[src/rtl/lrp_pkg.sv]
// shared types, widths and codes of the lr parse engine
package lrp_pkg;

    // fixed field widths
    localparam int STATE_W = 8;
    localparam int SYM_W   = 6;
    localparam int KIND_W  = 3;
    localparam int RULE_W  = 7;
    localparam int LEN_W   = 4;
    localparam int EVENT_W = 3;
    localparam int CHAIN_W = 6;

    // table entry and rule entry widths
    localparam int ACT_W      = KIND_W + STATE_W;
    localparam int RULE_ENT_W = SYM_W + LEN_W;

    // longest chain of reductions for one token
    localparam logic [CHAIN_W-1:0] CHAIN_LIMIT = 6'd63;

    // default sizes
    localparam int DEF_NUM_STATES      = 256;
    localparam int DEF_NUM_SYMBOLS     = 64;
    localparam int DEF_NUM_RULES       = 128;
    localparam int DEF_STACK_DEPTH     = 256;
    localparam int DEF_MAX_RULE_LENGTH = 15;

    // table entry kinds
    localparam logic [KIND_W-1:0] KIND_ERROR  = 3'd0;
    localparam logic [KIND_W-1:0] KIND_SHIFT  = 3'd1;
    localparam logic [KIND_W-1:0] KIND_REDUCE = 3'd2;
    localparam logic [KIND_W-1:0] KIND_ACCEPT = 3'd3;
    localparam logic [KIND_W-1:0] KIND_GOTO   = 3'd4;

    // item operations
    typedef enum logic [1:0] {
        OP_LOAD_ENTRY = 2'd0,
        OP_LOAD_RULE  = 2'd1,
        OP_TOKEN      = 2'd2,
        OP_RESTART    = 2'd3
    } op_t;

    // result events
    typedef enum logic [EVENT_W-1:0] {
        EV_SHIFT    = 3'd0,
        EV_REDUCE   = 3'd1,
        EV_ACCEPT   = 3'd2,
        EV_SYNTAX   = 3'd3,
        EV_OVERFLOW = 3'd4,
        EV_LIMIT    = 3'd5
    } event_t;

    // source of the reported state
    typedef enum logic [1:0] {
        SRC_TOP  = 2'd0,
        SRC_BASE = 2'd1,
        SRC_TGT  = 2'd2
    } src_t;

    // controller states
    typedef enum logic [2:0] {
        ST_IDLE = 3'd0,
        ST_LOOK = 3'd1,
        ST_ACT  = 3'd2,
        ST_RULE = 3'd3,
        ST_BASE = 3'd4,
        ST_GOTO = 3'd5
    } ctrl_state_t;

    // commands from controller to datapath
    typedef struct packed {
        logic   load_entry;
        logic   load_rule;
        logic   restart;
        logic   token_take;
        logic   act_tok_rd;
        logic   rule_rd;
        logic   pop;
        logic   act_goto_rd;
        logic   push;
        logic   reds_inc;
        logic   emit;
        event_t ev;
        src_t   src;
        logic   last;
    } cmd_t;

    // status from datapath to controller
    typedef struct packed {
        logic finished;
        logic is_shift;
        logic is_reduce;
        logic is_accept;
        logic is_goto;
        logic full;
        logic limit;
        logic rule_oob;
    } status_t;

endpackage

[src/rtl/lrp_ctrl.sv]
// controller state machine of the lr parse engine
module lrp_ctrl import lrp_pkg::*; (
    input  logic        clk,
    input  logic        rst_n,
    input  logic        start,
    input  logic [1:0]  op,
    input  status_t     status,
    output logic        busy,
    output cmd_t        cmd
);

    ctrl_state_t state_reg;
    ctrl_state_t state_next;

    // state register
    always_ff @(posedge clk or negedge rst_n)
    begin
        if (!rst_n)
        begin
            state_reg <= ST_IDLE;
        end
        else
        begin
            state_reg <= state_next;
        end
    end

    // next state
    always_comb
    begin
        state_next = state_reg;
        unique case (state_reg)
            ST_IDLE:
            begin
                if (start && (op_t'(op) == OP_TOKEN) && !status.finished)
                begin
                    state_next = ST_LOOK;
                end
            end
            ST_LOOK:
            begin
                state_next = ST_ACT;
            end
            ST_ACT:
            begin
                if (status.is_reduce && !status.limit && !status.rule_oob)
                begin
                    state_next = ST_RULE;
                end
                else
                begin
                    state_next = ST_IDLE;
                end
            end
            ST_RULE:
            begin
                state_next = ST_BASE;
            end
            ST_BASE:
            begin
                state_next = ST_GOTO;
            end
            ST_GOTO:
            begin
                if (status.is_goto && !status.full)
                begin
                    state_next = ST_LOOK;
                end
                else
                begin
                    state_next = ST_IDLE;
                end
            end
            default:
            begin
                state_next = ST_IDLE;
            end
        endcase
    end

    // command outputs
    always_comb
    begin
        cmd = '0;
        unique case (state_reg)
            ST_IDLE:
            begin
                if (start)
                begin
                    unique case (op_t'(op))
                        OP_LOAD_ENTRY: cmd.load_entry = 1'b1;
                        OP_LOAD_RULE:  cmd.load_rule  = 1'b1;
                        OP_RESTART:    cmd.restart    = 1'b1;
                        OP_TOKEN:      cmd.token_take = !status.finished;
                        default:       cmd.token_take = 1'b0;
                    endcase
                end
            end
            ST_LOOK:
            begin
                cmd.act_tok_rd = 1'b1;
            end
            ST_ACT:
            begin
                cmd.last = 1'b1;
                cmd.src  = SRC_TOP;
                if (status.is_shift)
                begin
                    cmd.emit = 1'b1;
                    if (status.full)
                    begin
                        cmd.ev = EV_OVERFLOW;
                    end
                    else
                    begin
                        cmd.push = 1'b1;
                        cmd.ev   = EV_SHIFT;
                        cmd.src  = SRC_TGT;
                    end
                end
                else if (status.is_reduce)
                begin
                    if (status.limit)
                    begin
                        cmd.emit = 1'b1;
                        cmd.ev   = EV_LIMIT;
                    end
                    else if (status.rule_oob)
                    begin
                        cmd.emit = 1'b1;
                        cmd.ev   = EV_SYNTAX;
                    end
                    else
                    begin
                        cmd.rule_rd = 1'b1;
                    end
                end
                else if (status.is_accept)
                begin
                    cmd.emit = 1'b1;
                    cmd.ev   = EV_ACCEPT;
                end
                else
                begin
                    cmd.emit = 1'b1;
                    cmd.ev   = EV_SYNTAX;
                end
            end
            ST_RULE:
            begin
                cmd.pop = 1'b1;
            end
            ST_BASE:
            begin
                cmd.act_goto_rd = 1'b1;
            end
            ST_GOTO:
            begin
                cmd.emit = 1'b1;
                cmd.src  = SRC_BASE;
                cmd.last = 1'b1;
                if (!status.is_goto)
                begin
                    cmd.ev = EV_SYNTAX;
                end
                else if (status.full)
                begin
                    cmd.ev = EV_OVERFLOW;
                end
                else
                begin
                    cmd.push     = 1'b1;
                    cmd.reds_inc = 1'b1;
                    cmd.ev       = EV_REDUCE;
                    cmd.src      = SRC_TGT;
                    cmd.last     = 1'b0;
                end
            end
            default:
            begin
                cmd = '0;
            end
        endcase
    end

    assign busy = (state_reg != ST_IDLE);

endmodule

[config.mk]
export PLATFORM = sky130hd
export DESIGN_NAME = lrp_ctrl
export DESIGN_NICKNAME = d
export VERILOG_FILES = /design/src/rtl/lrp_pkg.sv /design/src/rtl/lrp_ctrl.sv
export SDC_FILE = /design/constraint.sdc
export NUM_CORES = 1
export LEC_CHECK = 0
export BUFFER_PORTS_ARGS = -buffer_cell sky130_fd_sc_hd__buf_2
export CAP_MARGIN = 20
export CORE_AREA = 2 2 39 41
export DETAILED_ROUTE_END_ITERATION = 8
export DIE_AREA = 0 0 41 43
export GPL_ROUTABILITY_DRIVEN = 0
export HOLD_SLACK_MARGIN = 0.02
export PLACE_DENSITY = 0.68
export SETUP_SLACK_MARGIN = 0.02
export SLEW_MARGIN = 10
export SYNTH_ARGS = -nofsm -noshare
export SYNTH_HDL_FRONTEND = slang
export SYNTH_SLANG_ARGS = --single-unit
[constraint.sdc]
create_clock -name clk -period 2.95 [get_ports clk]
set_input_delay 0.4425 -clock clk [delete_from_list [all_inputs] [get_ports clk]]
set_output_delay 0.4425 -clock clk [all_outputs]
set_load 0.01 [all_outputs]
== After elaboration in Yosys (flattened, before gate mapping) ==
Index checks and enable logic that the tools add are counted.

* Flip-flop bits (word level): 3
* Input bits: 13
* Output and inout port bits: 18
* Logic and storage cells: 59

* Eq/ne operators: 9
* Mux-type cells: 37
* Reduce and logical (&&, ||, !) cells: 12

{| class="wikitable"
|+ Operators by type and width
! cell !! number
|-
| $mux 4 || 6
|-
| $mux 3 || 6
|-
| $pmux 3 s6 || 1
|-
| $mux 1 || 17
|-
| $pmux 7 s2 || 1
|-
| $mux 2 || 5
|-
| $eq 3x2->1 const B || 2
|-
| $eq 3x3->1 const B || 2
|-
| $logic_and 1x1->1 || 5
|-
| $eq 2x2->1 const B || 2
|-
| $logic_not 1->1 || 4
|-
| $eq 3x1->1 const B || 1
|-
| $logic_not 3->1 || 1
|-
| $reduce_bool 3->1 || 1
|-
| $eq 2x1->1 const B || 1
|-
| $logic_not 2->1 || 1
|-
| $ne 2x2->1 const B || 1
|-
| $pmux 1 s2 || 1
|}

== Logic depth before layout (Yosys ltp) ==
Gate-level depths: netlist (run 1).

* Word-level depth: 5
* Gate-level depth with buffers: 5
* Depth with buffers taken out: 3

== Worst setup path after synthesis (run 1) ==
No wires, ideal clock.

* Path type: register -> output
* Start: register state_reg[2]
* End: output cmd[8] in the netlist's numbering
* Arrival: 1,294 ps
* Data required time: 2,508 ps
* Slack: 1,214 ps
* Cell stages (with the launch flop): 6
* Buffers on the path: 2
* Cell sequence: dfrtp_1 -> buf_2 -> nor3b_1 -> a22o_1 -> nor2b_1 -> buf_4

{| class="wikitable"
|+ RTL lines
! item !! line !! text
|-
| start: declaration || lrp_ctrl.sv:12 || <nowiki>ctrl_state_t state_reg;</nowiki>
|-
| start signal: assignment || lrp_ctrl.sv:24 || <nowiki>state_reg <= state_next;</nowiki>
|-
| end: declaration || lrp_ctrl.sv:9 || <nowiki>output cmd_t cmd</nowiki>
|}

==> results.toml, run 1 <==
[sta]
min_period_ns = 2.03
worst_pin_slew_ns = 0.314
final_max_slew_viol_count = 0
post-route-period-util_pct = 68.7
finalSetupViolations = 0
rsz0062_at_grt = "false"
relSlewSlack_pct = 79.1
totalNegativeSetupSlack_ns = 0
clock.fmax_mhz = 493
layout_setup_ws_ns = 0.924
finalHoldViolCount = 0
clock_skew_ns = 0.00170

[worst_setup_path]
path_buf_inv = 1
cp_slowest_cell = "dfrtp_1"
crit_family = "simple AND/OR/NAND/NOR gates"
end_kind = "output port"
crit_cells = 4
cp.required_ns = 2.51
critPathArrivalTime_ns = 1.58
worst-r2r-cell-count = 3
worstPathCellList = "or3b_4 > nor2_2 > a32o_1 > buf_2"
startpoint_type = "flop"
reg2reg_from = "state_reg[2]$_DFFE_PN0P_"
crit_start = "state_reg[2]$_DFFE_PN0P_"
critical_path_class = "flop to output port"
max_stage_delay_ns = 0.48
critPathMaxFanout = 11

[layout]
postLayoutCellArea_sq_um = 546
largest_reg_flops = 3
synthToLayoutAreaGrowth_pct = 55.2
seq_area_sq_um = 75.1
diodes = 0
multiInputGateArea_sq_um = 256
nNetsFinal = 94
drive_gt1_share_pct = 47.5
fill_cells = 157

[floorplanning]
fp.dieH_microns = 43
die_w_microns = 41
fp-row-count = 14
fp.coreArea_sq_um = 1380
io_pins = 31
die-area_sq_um = 1760
initial_core_util_pct = 25.4

[pwr]
p_per_area_nw_per_um2 = 668
p_leak_uw = 0.000323
seqPwrFrac_pct = 25.4
p_sw_share_pct = 44.0
peakVddDrop_mv = 0.301
clockPowerShare_pct = 20.1
p_int_uw = 204
p_sw_uw = 160
power_frac_comb_pct = 54.5

[routing]
ant_nets = 0
routedWlPerCell_microns = 9.52
drt_iter0_drc = 6
avgViaCountPerCell = 4.47
drcViolationCount = 0
routed-via-count = 429
firstDrtPassIters = 3
drt-total-wl_microns = 914

[synthesis]
seq_area_frac_synth_pct = 21.4
synthAdderAreaFrac_pct = 0
netlist_area_sq_um = 352
synth_compound_area_share_pct = 19.9
yosysWarnings = 0
synth.area.top_cells = "dfrtp_1, o21ai_0, and2_1, and3b_1, nor3_1"
yosysTopAreaCellShare_pct = 21.4
synth_cell_types = 27
yosysTopAreaCell = "dfrtp_1"
synthXorXnorAreaFrac_pct = 0
synth_mux_area_share_pct = 0
synth-simple-area-share_pct = 53.0
synth_nets = 60
synth_top_family_by_area = "simple AND/OR/NAND/NOR gates"
ys_ff_latch = 3
syn-mean-instance-area_sq_um = 7.48
synthCells = 47

[grt]
track_usage_pct = 12.1
globalRouteOverflowTotal = 0
grt_max_degree = 12
grt_pass1_vias = 371
grt_pass1_wl_microns = 1460
antenna_found_initial = 0

[placed_design]
port_buffers = 30
preCtsSetupSlack_ns = 1.16
post-dp-hpwl_microns = 756
post_dp_cell_area_sq_um = 509

[clock_tree]
cts.path.max_buffers = 2
cts_tree = "built"
insertion_delay_ns = 0.24
clock-sinks = 3
root_buffer = "clkbuf_4"
cts_buffers = 3
ctsResizeCount = 0
clk_pin_slew_worst_paths_ns = 0.04
htree_levels = 1

[worst_hold_path]
hold_class = "input port to async pin"

[flow_run]
maxCapViolCount = 0

[run_status]
status = "finished, final reports clean"
power by group through the flow:
stage	clock network, uW	registers (uW)	logic (uW)
floorplan	0	74.0	144
global placement	0	90.6	198
detailed placement	0	92.9	200
CTS	75.6	92.3	202
global route	75.9	99.0	225
finish	73.4	92.4	199
path summary, 6_finish.rpt:
| path | slack, ns | to |
|---|---|---|
| min in group clk | 0.59 | state_reg[0]$_DFFE_PN0P_ |
| max | 0.92 | cmd[5] |
| min | 0.53 | state_reg[2]$_DFFE_PN0P_ |
| min reg2reg | 0.65 | state_reg[1]$_DFFE_PN0P_ |
| max reg2reg | 1.62 | state_reg[0]$_DFFE_PN0P_ |
| max in group asynchronous | 2.31 | state_reg[0]$_DFFE_PN0P_ |
per-layer routing:
metal / global-route usage [%] / wire (microns) / up-vias
met2: 16.6 / 451 / 15
met4: 8.00 / 19 / 0
met1: 15.9 / 393 / 180
met5: 0 / 0 / -
li1: - / - / 232
met3: 3.14 / 49 / 2
cells in the final DEF (no fill, tap or decap):
| cell | n |
|---|---|
| or2_2 | 1 |
| clkbuf_4 | 3 |
| dlygate4sd3_1 | 1 |
| or2_1 | 1 |
| a22o_1 | 1 |
| o2bb2ai_1 | 1 |
| nor4bb_1 | 1 |
| clkbuf_1 | 1 |
| a32o_1 | 1 |
| nand3_1 | 1 |
| dfrtp_1 | 3 |
| nor3_1 | 3 |
| nor2_1 | 4 |
| o21ai_2 | 1 |
| a21oi_1 | 1 |
| and2_1 | 3 |
| or3b_1 | 1 |
| nor2_2 | 1 |
| or3b_4 | 1 |
| inv_1 | 2 |
| a31o_2 | 1 |
| nand2b_1 | 2 |
| nand2_1 | 3 |
| nand3b_1 | 2 |
| buf_2 | 30 |
| nor3b_1 | 2 |
| nor2b_1 | 2 |
| and3b_1 | 2 |
| o21ai_0 | 4 |
synthesized netlist by cell type:
master / count
a21oi_1: 1
a22o_1: 1
a31o_2: 1
a32o_1: 1
and2_1: 3
and3b_1: 2
buf_2: 1
buf_4: 1
dfrtp_1: 3
inv_1: 2
nand2_1: 3
nand2b_1: 2
nand3_1: 1
nand3b_1: 2
nor2_1: 4
nor2_2: 1
nor2b_1: 2
nor3_1: 3
nor3b_1: 2
nor4bb_1: 1
o21ai_0: 4
o21ai_2: 1
o2bb2ai_1: 1
or2_1: 1
or2_2: 1
or3b_1: 1
or3b_4: 1
final cells by class:
cell class | count | area share (%)
clock buffer | 4 | 4.82
tap | 16 | 3.67
timing repair buffer | 31 | 29.4
multi-input combinational | 40 | 47.0
sequential | 3 | 13.8
inverter | 2 | 1.38
timing repair:
item / in CTS / in global routing
endpoints found under the hold margin: 3 / 0
buffers inserted: 0 / 0
endpoints found under the setup margin: 0 / 0
hold buffers: 1 / 0
through the flow:
step,cells,util [%],hold slack (ns),power [uW]
6_report,96,39.4,0.534,364
5_1_grt,96,39.4,0.556,400
4_1_cts,96,39.4,0.532,370
3_5_place_dp,91,36.8,0.239,293
3_3_place_gp,91,36.8,0.237,289
2_1_floorplan,47,-,0.147,218
cell families (layout without fill, tap and decap cells):
family | count (synthesis) | count (layout)
AOI/OAI and AO/OA | 10 | 10
and+or+nand+nor | 30 | 30
DFF | 3 | 3
buffers and inverters | 4 | 37
Note: power is estimated with default switching activity, not from simulation.
==> inputs of run 2 (changes only) <==
clock period = 2 ns   (was 2.95 ns; I/O delays follow)
==> run 2 against run 1 <==
  * Die area is the same
  * Sequential power grew 48%
  * Cell count is the same
  * Combinational power grew 49%
  * Setup slack lost 0.77 ns
  * Via count grew 5.1%
  * Global-route usage grew 0.59 points
  * Core utilization grew 0.091 points
  * Critical path depth is the same
  * Clock power grew 46%
  * First-iteration DRC count grew 83%
==> results.toml, run 2 (synthesis gave the netlist of run 1 again) <==
[run_status]
status = "finished, final reports clean"

[layout]
drive_gt1_share_pct = 48.8
nNetsFinal = 94
diodes = 0
layout_commonest_cell = "buf_2"
postLayoutCellArea_sq_um = 547
final_cells = 96
fill_cells = 153
layout_common_cells = "buf_2, o21ai_0, nor2_1"
multiInputGateArea_sq_um = 256
seq_area_sq_um = 76.3
largest_reg_flops = 3
synthToLayoutAreaGrowth_pct = 55.5

[placed_design]
place_inst = 91
post_dp_cell_area_sq_um = 509
post-dp-hpwl_microns = 791
port_buffers = 30
preCtsSetupSlack_ns = 0.378

[floorplanning]
fp.coreArea_sq_um = 1380
initial_core_util_pct = 25.4
fp.dieH_microns = 43
io_pins = 31
fp-row-count = 14
die_w_microns = 41
die-area_sq_um = 1760

[sta]
min_period_ns = 1.85
rsz0062_at_grt = "false"
post-route-period-util_pct = 92.3
final_max_slew_viol_count = 0
clock.fmax_mhz = 542
finalSetupViolations = 0
totalNegativeSetupSlack_ns = 0
layout_setup_ws_ns = 0.155
relSlewSlack_pct = 80.5
finalHoldViolCount = 0
clock_skew_ns = 0.00377
worst_pin_slew_ns = 0.288

[worst_setup_path]
end_kind = "output port"
worst-r2r-cell-count = 3
cp.required_ns = 1.70
reg2reg_from = "state_reg[0]$_DFFE_PN0P_"
critPathMaxFanout = 8
max_stage_delay_ns = 0.45
critPathArrivalTime_ns = 1.55
worstPathCellList = "or3b_4 > nor2_2 > a32o_1 > buf_2"
regToRegEndpoint = "state_reg[0]$_DFFE_PN0P_"
cp_slowest_cell = "or3b_4"
critical_path_class = "flop to output port"
r2r_slack_ns = 0.70
crit_family = "simple AND/OR/NAND/NOR gates"
startpoint_type = "flop"
path_buf_inv = 1

[clock_tree]
clk_pin_slew_worst_paths_ns = 0.04
clock-sinks = 3
cts_buffers = 3
insertion_delay_ns = 0.23
cts_tree = "built"
root_buffer = "clkbuf_4"
htree_levels = 1
cts_setup_buffers = 0
cts.path.max_buffers = 2

[routing]
routed-via-count = 451
drcViolationCount = 0
drt-total-wl_microns = 966
firstDrtPassIters = 3
avgViaCountPerCell = 4.70
ant_nets = 0
drt_iter0_drc = 11
routedWlPerCell_microns = 10.1

[flow_run]
maxCapViolCount = 0

[pwr]
p_per_area_nw_per_um2 = 988
p_sw_uw = 237
power_frac_comb_pct = 54.8
p_leak_uw = 0.000321
peakVddDrop_mv = 0.376
p_sw_share_pct = 43.9
p_int_uw = 303
seqPwrFrac_pct = 25.5
clockPowerShare_pct = 19.8

[grt]
grt_max_degree = 12
antenna_found_initial = 0
grt_pass1_vias = 411
globalRouteOverflowTotal = 0
track_usage_pct = 12.7
grt_pass1_wl_microns = 1560

[worst_hold_path]
hold_class = "input port to async pin"
run 2: layout make-up:
cell class,count,area share (%)
Multi-Input combinational cell,40,46.9
Inverter,2,1.37
Tap cell,16,3.66
Timing Repair Buffer,31,29.3
Clock buffer,4,4.81
Sequential cell,3,14.0
run 2: worst max-delay path by stage:
stage / startpoint / to / slack [ns] / depth (start not counted)
6_report: state_reg[0]$_DFFE_PN0P_ / cmd[5] / 0.15 / 4
3_3_place_gp: state_reg[2]$_DFFE_PN0P_ / cmd[5] / 0.40 / 4
2_1_floorplan: state_reg[2]$_DFFE_PN0P_ / cmd[8] / 0.41 / 5
5_1_grt: state_reg[0]$_DFFE_PN0P_ / cmd[15] / 0.04 / 4
3_5_place_dp: state_reg[2]$_DFFE_PN0P_ / cmd[5] / 0.38 / 4
4_1_cts: state_reg[2]$_DFFE_PN0P_ / cmd[5] / 0.12 / 4
run 2: metal layers:
metal,vias to the layer above,track usage [%],wire [microns]
met4,0,8.00,0
met1,202,15.2,394
met5,-,0,0
met3,0,1.57,47
met2,13,20.0,524
li1,236,-,-
run 2: power groups by stage:
stage | Clock (uW) | Combinational (uW) | Sequential, uW
after floorplan | 0 | 213 | 109
after detailed placement | 0 | 297 | 135
after global routing | 120 | 327 | 150
after global placement | 0 | 292 | 133
after CTS | 112 | 301 | 135
final | 107 | 296 | 137
run 2: worst register-to-register path, delay by kind of cell (launching register included):
family | cells | cell delay [ns]
simple gates | 3 | 0.80
flops | 1 | 0.44
run 2: what timing repair did:
action	CTS	global route
resized for setup	0	1
hold buffers	1	0
hold endpoints to repair	3	0
endpoints found under the setup margin	0	2
run 2: through the flow:
| step | hold slack (ns) | power, uW | utilization, % |
|---|---|---|---|
| finish | 0.392 | 540 | 39.5 |
| CTS | 0.393 | 548 | 39.4 |
| global placement | 0.0955 | 425 | 36.8 |
| global route | 0.402 | 597 | 39.5 |
| detailed placement | 0.0960 | 432 | 36.8 |
| floorplan | 0.00441 | 322 | - |
==> inputs of run 3 (changes only) <==
BUFFER_PORTS_ARGS = default   (was -buffer_cell sky130_fd_sc_hd__buf_2)
DONT_BUFFER_PORTS = 1   (was default)
PLACE_DENSITY = default   (was 0.68)
==> run 3 against run 2 <==
  * Hold slack lost 0.078 ns
  * Critical path depth shrank 1
  * Combinational power down 28%
  * Core utilization decreased by 11 points
  * Die area did not move
  * Routed wire length fell by 16%
  * Non-clock buffer count shrank 30
  * First-iteration DRC count decreased by 100%
  * Sequential power about the same
  * Cell count shrank 31%
==> results.toml, run 3 (synthesis gave the netlist of run 1 again) <==
[grt]
antenna_found_initial = 0
grt_pass1_vias = 293
globalRouteOverflowTotal = 0
grt_max_degree = 12
track_usage_pct = 10.1
grt_pass1_wl_microns = 1240

[routing]
firstDrtPassIters = 1
ant_nets = 0
avgViaCountPerCell = 5.32
drt_iter0_drc = 0
routed-via-count = 351
drcViolationCount = 0
routedWlPerCell_microns = 12.4
drt-total-wl_microns = 816

[worst_setup_path]
critPathArrivalTime_ns = 1.53
critical_path_class = "flop to output port"
crit_cells = 3
end_kind = "output port"
cp_slowest_cell = "dfrtp_1"
critPathMaxFanout = 11
worstPathCellList = "nor3b_1 > a22o_1 > nor2b_1"
startpoint_type = "flop"
max_stage_delay_ns = 0.48
cp.required_ns = 1.70
worst-r2r-cell-count = 3
crit_family = "simple AND/OR/NAND/NOR gates"
path_buf_inv = 0

[clock_tree]
cts-hold-fix-buffers = 1
cts_tree = "built"
insertion_delay_ns = 0.24
cts_setup_buffers = 0
root_buffer = "clkbuf_4"
clock-sinks = 3
htree_levels = 1
ctsResizeCount = 0
clk_pin_slew_worst_paths_ns = 0.04
cts.path.max_buffers = 2
cts_buffers = 3

[pwr]
power_frac_comb_pct = 46.5
p_int_uw = 243
p_per_area_nw_per_um2 = 1170
peakVddDrop_mv = 0.257
seqPwrFrac_pct = 29.5
p_sw_share_pct = 47.2
clockPowerShare_pct = 24.0
p_leak_uw = 0.000178
p_sw_uw = 218

[placed_design]
post-dp-hpwl_microns = 681
port_buffers = 0
post_dp_cell_area_sq_um = 359

[sta]
finalSetupViolations = 0
totalNegativeSetupSlack_ns = 0
clock_skew_ns = 0.000729
relSlewSlack_pct = 72.8
min_period_ns = 1.83
post-route-period-util_pct = 91.6
rsz0062_at_grt = "false"
finalHoldViolCount = 0
worst_pin_slew_ns = 0.405
final_max_slew_viol_count = 0
hold_slack_ns = 0.315
clock.fmax_mhz = 546

[layout]
final_util_pct = 28.6
largest_reg_flops = 3
layout_common_cells = "o21ai_0, nor2_1"
diodes = 0
drive_gt1_share_pct = 16.0
nNetsFinal = 64
postLayoutCellArea_sq_um = 395
synthToLayoutAreaGrowth_pct = 12.5

[floorplanning]
fp-row-count = 14
fp.coreArea_sq_um = 1380
io_pins = 31
fp.dieH_microns = 43
die_w_microns = 41
die-area_sq_um = 1760
initial_core_util_pct = 25.4

[worst_hold_path]
hold_class = "input port to async pin"

[run_status]
status = "finished, final reports clean"

[flow_run]
maxCapViolCount = 0
==> run 3: final timing paths <==
kind,startpoint,to,slack (ns)
worst max-delay path,state_reg[2]$_DFFE_PN0P_,cmd[8],0.17
worst min-delay path,rst_n,state_reg[1]$_DFFE_PN0P_,0.31
worst max register to register,state_reg[2]$_DFFE_PN0P_,state_reg[0]$_DFFE_PN0P_,0.66
worst min register to register,state_reg[2]$_DFFE_PN0P_,state_reg[1]$_DFFE_PN0P_,0.66
max in group asynchronous,rst_n,state_reg[2]$_DFFE_PN0P_,1.54
min in group clk,status[2],state_reg[0]$_DFFE_PN0P_,0.34
==> run 3: power by group through the flow <==
stage,combinational [uW],clock [uW],sequential (uW)
final,214,111,136
after detailed placement,215,0,136
after global routing,244,119,141
after global placement,216,0,133
after floorplan,213,0,109
after CTS,218,114,134
==> run 3: per-stage QoR <==
step	worst slack, ns	cells	total power, uW
after floorplan	0.406	47	322
after global placement	0.405	61	348
after CTS	0.156	66	467
final	0.168	66	461
after global routing	0.0354	66	505
after detailed placement	0.415	61	351
==> run 3: final cells by class <==
class | count | area, sq um
multi-input cells | 40 | 256
inverters | 2 | 7.51
fillers | 158 | 988
flip-flops and latches | 3 | 75.1
clock buffers | 4 | 26.3
repair buffers | 1 | 10.0
well taps | 16 | 20.0
==> run 3: routing by layer <==
layer  vias up  track usage, %  part of all wire (%)  wire length (microns)
met2         8            15.3                    52                    421
met1       168            10.6                    40                    328
met3         2            5.76                   7.0                     57
met4         0            4.67                   1.1                      9
met5         -               0                     0                      0
li1        173               -                     -                      -
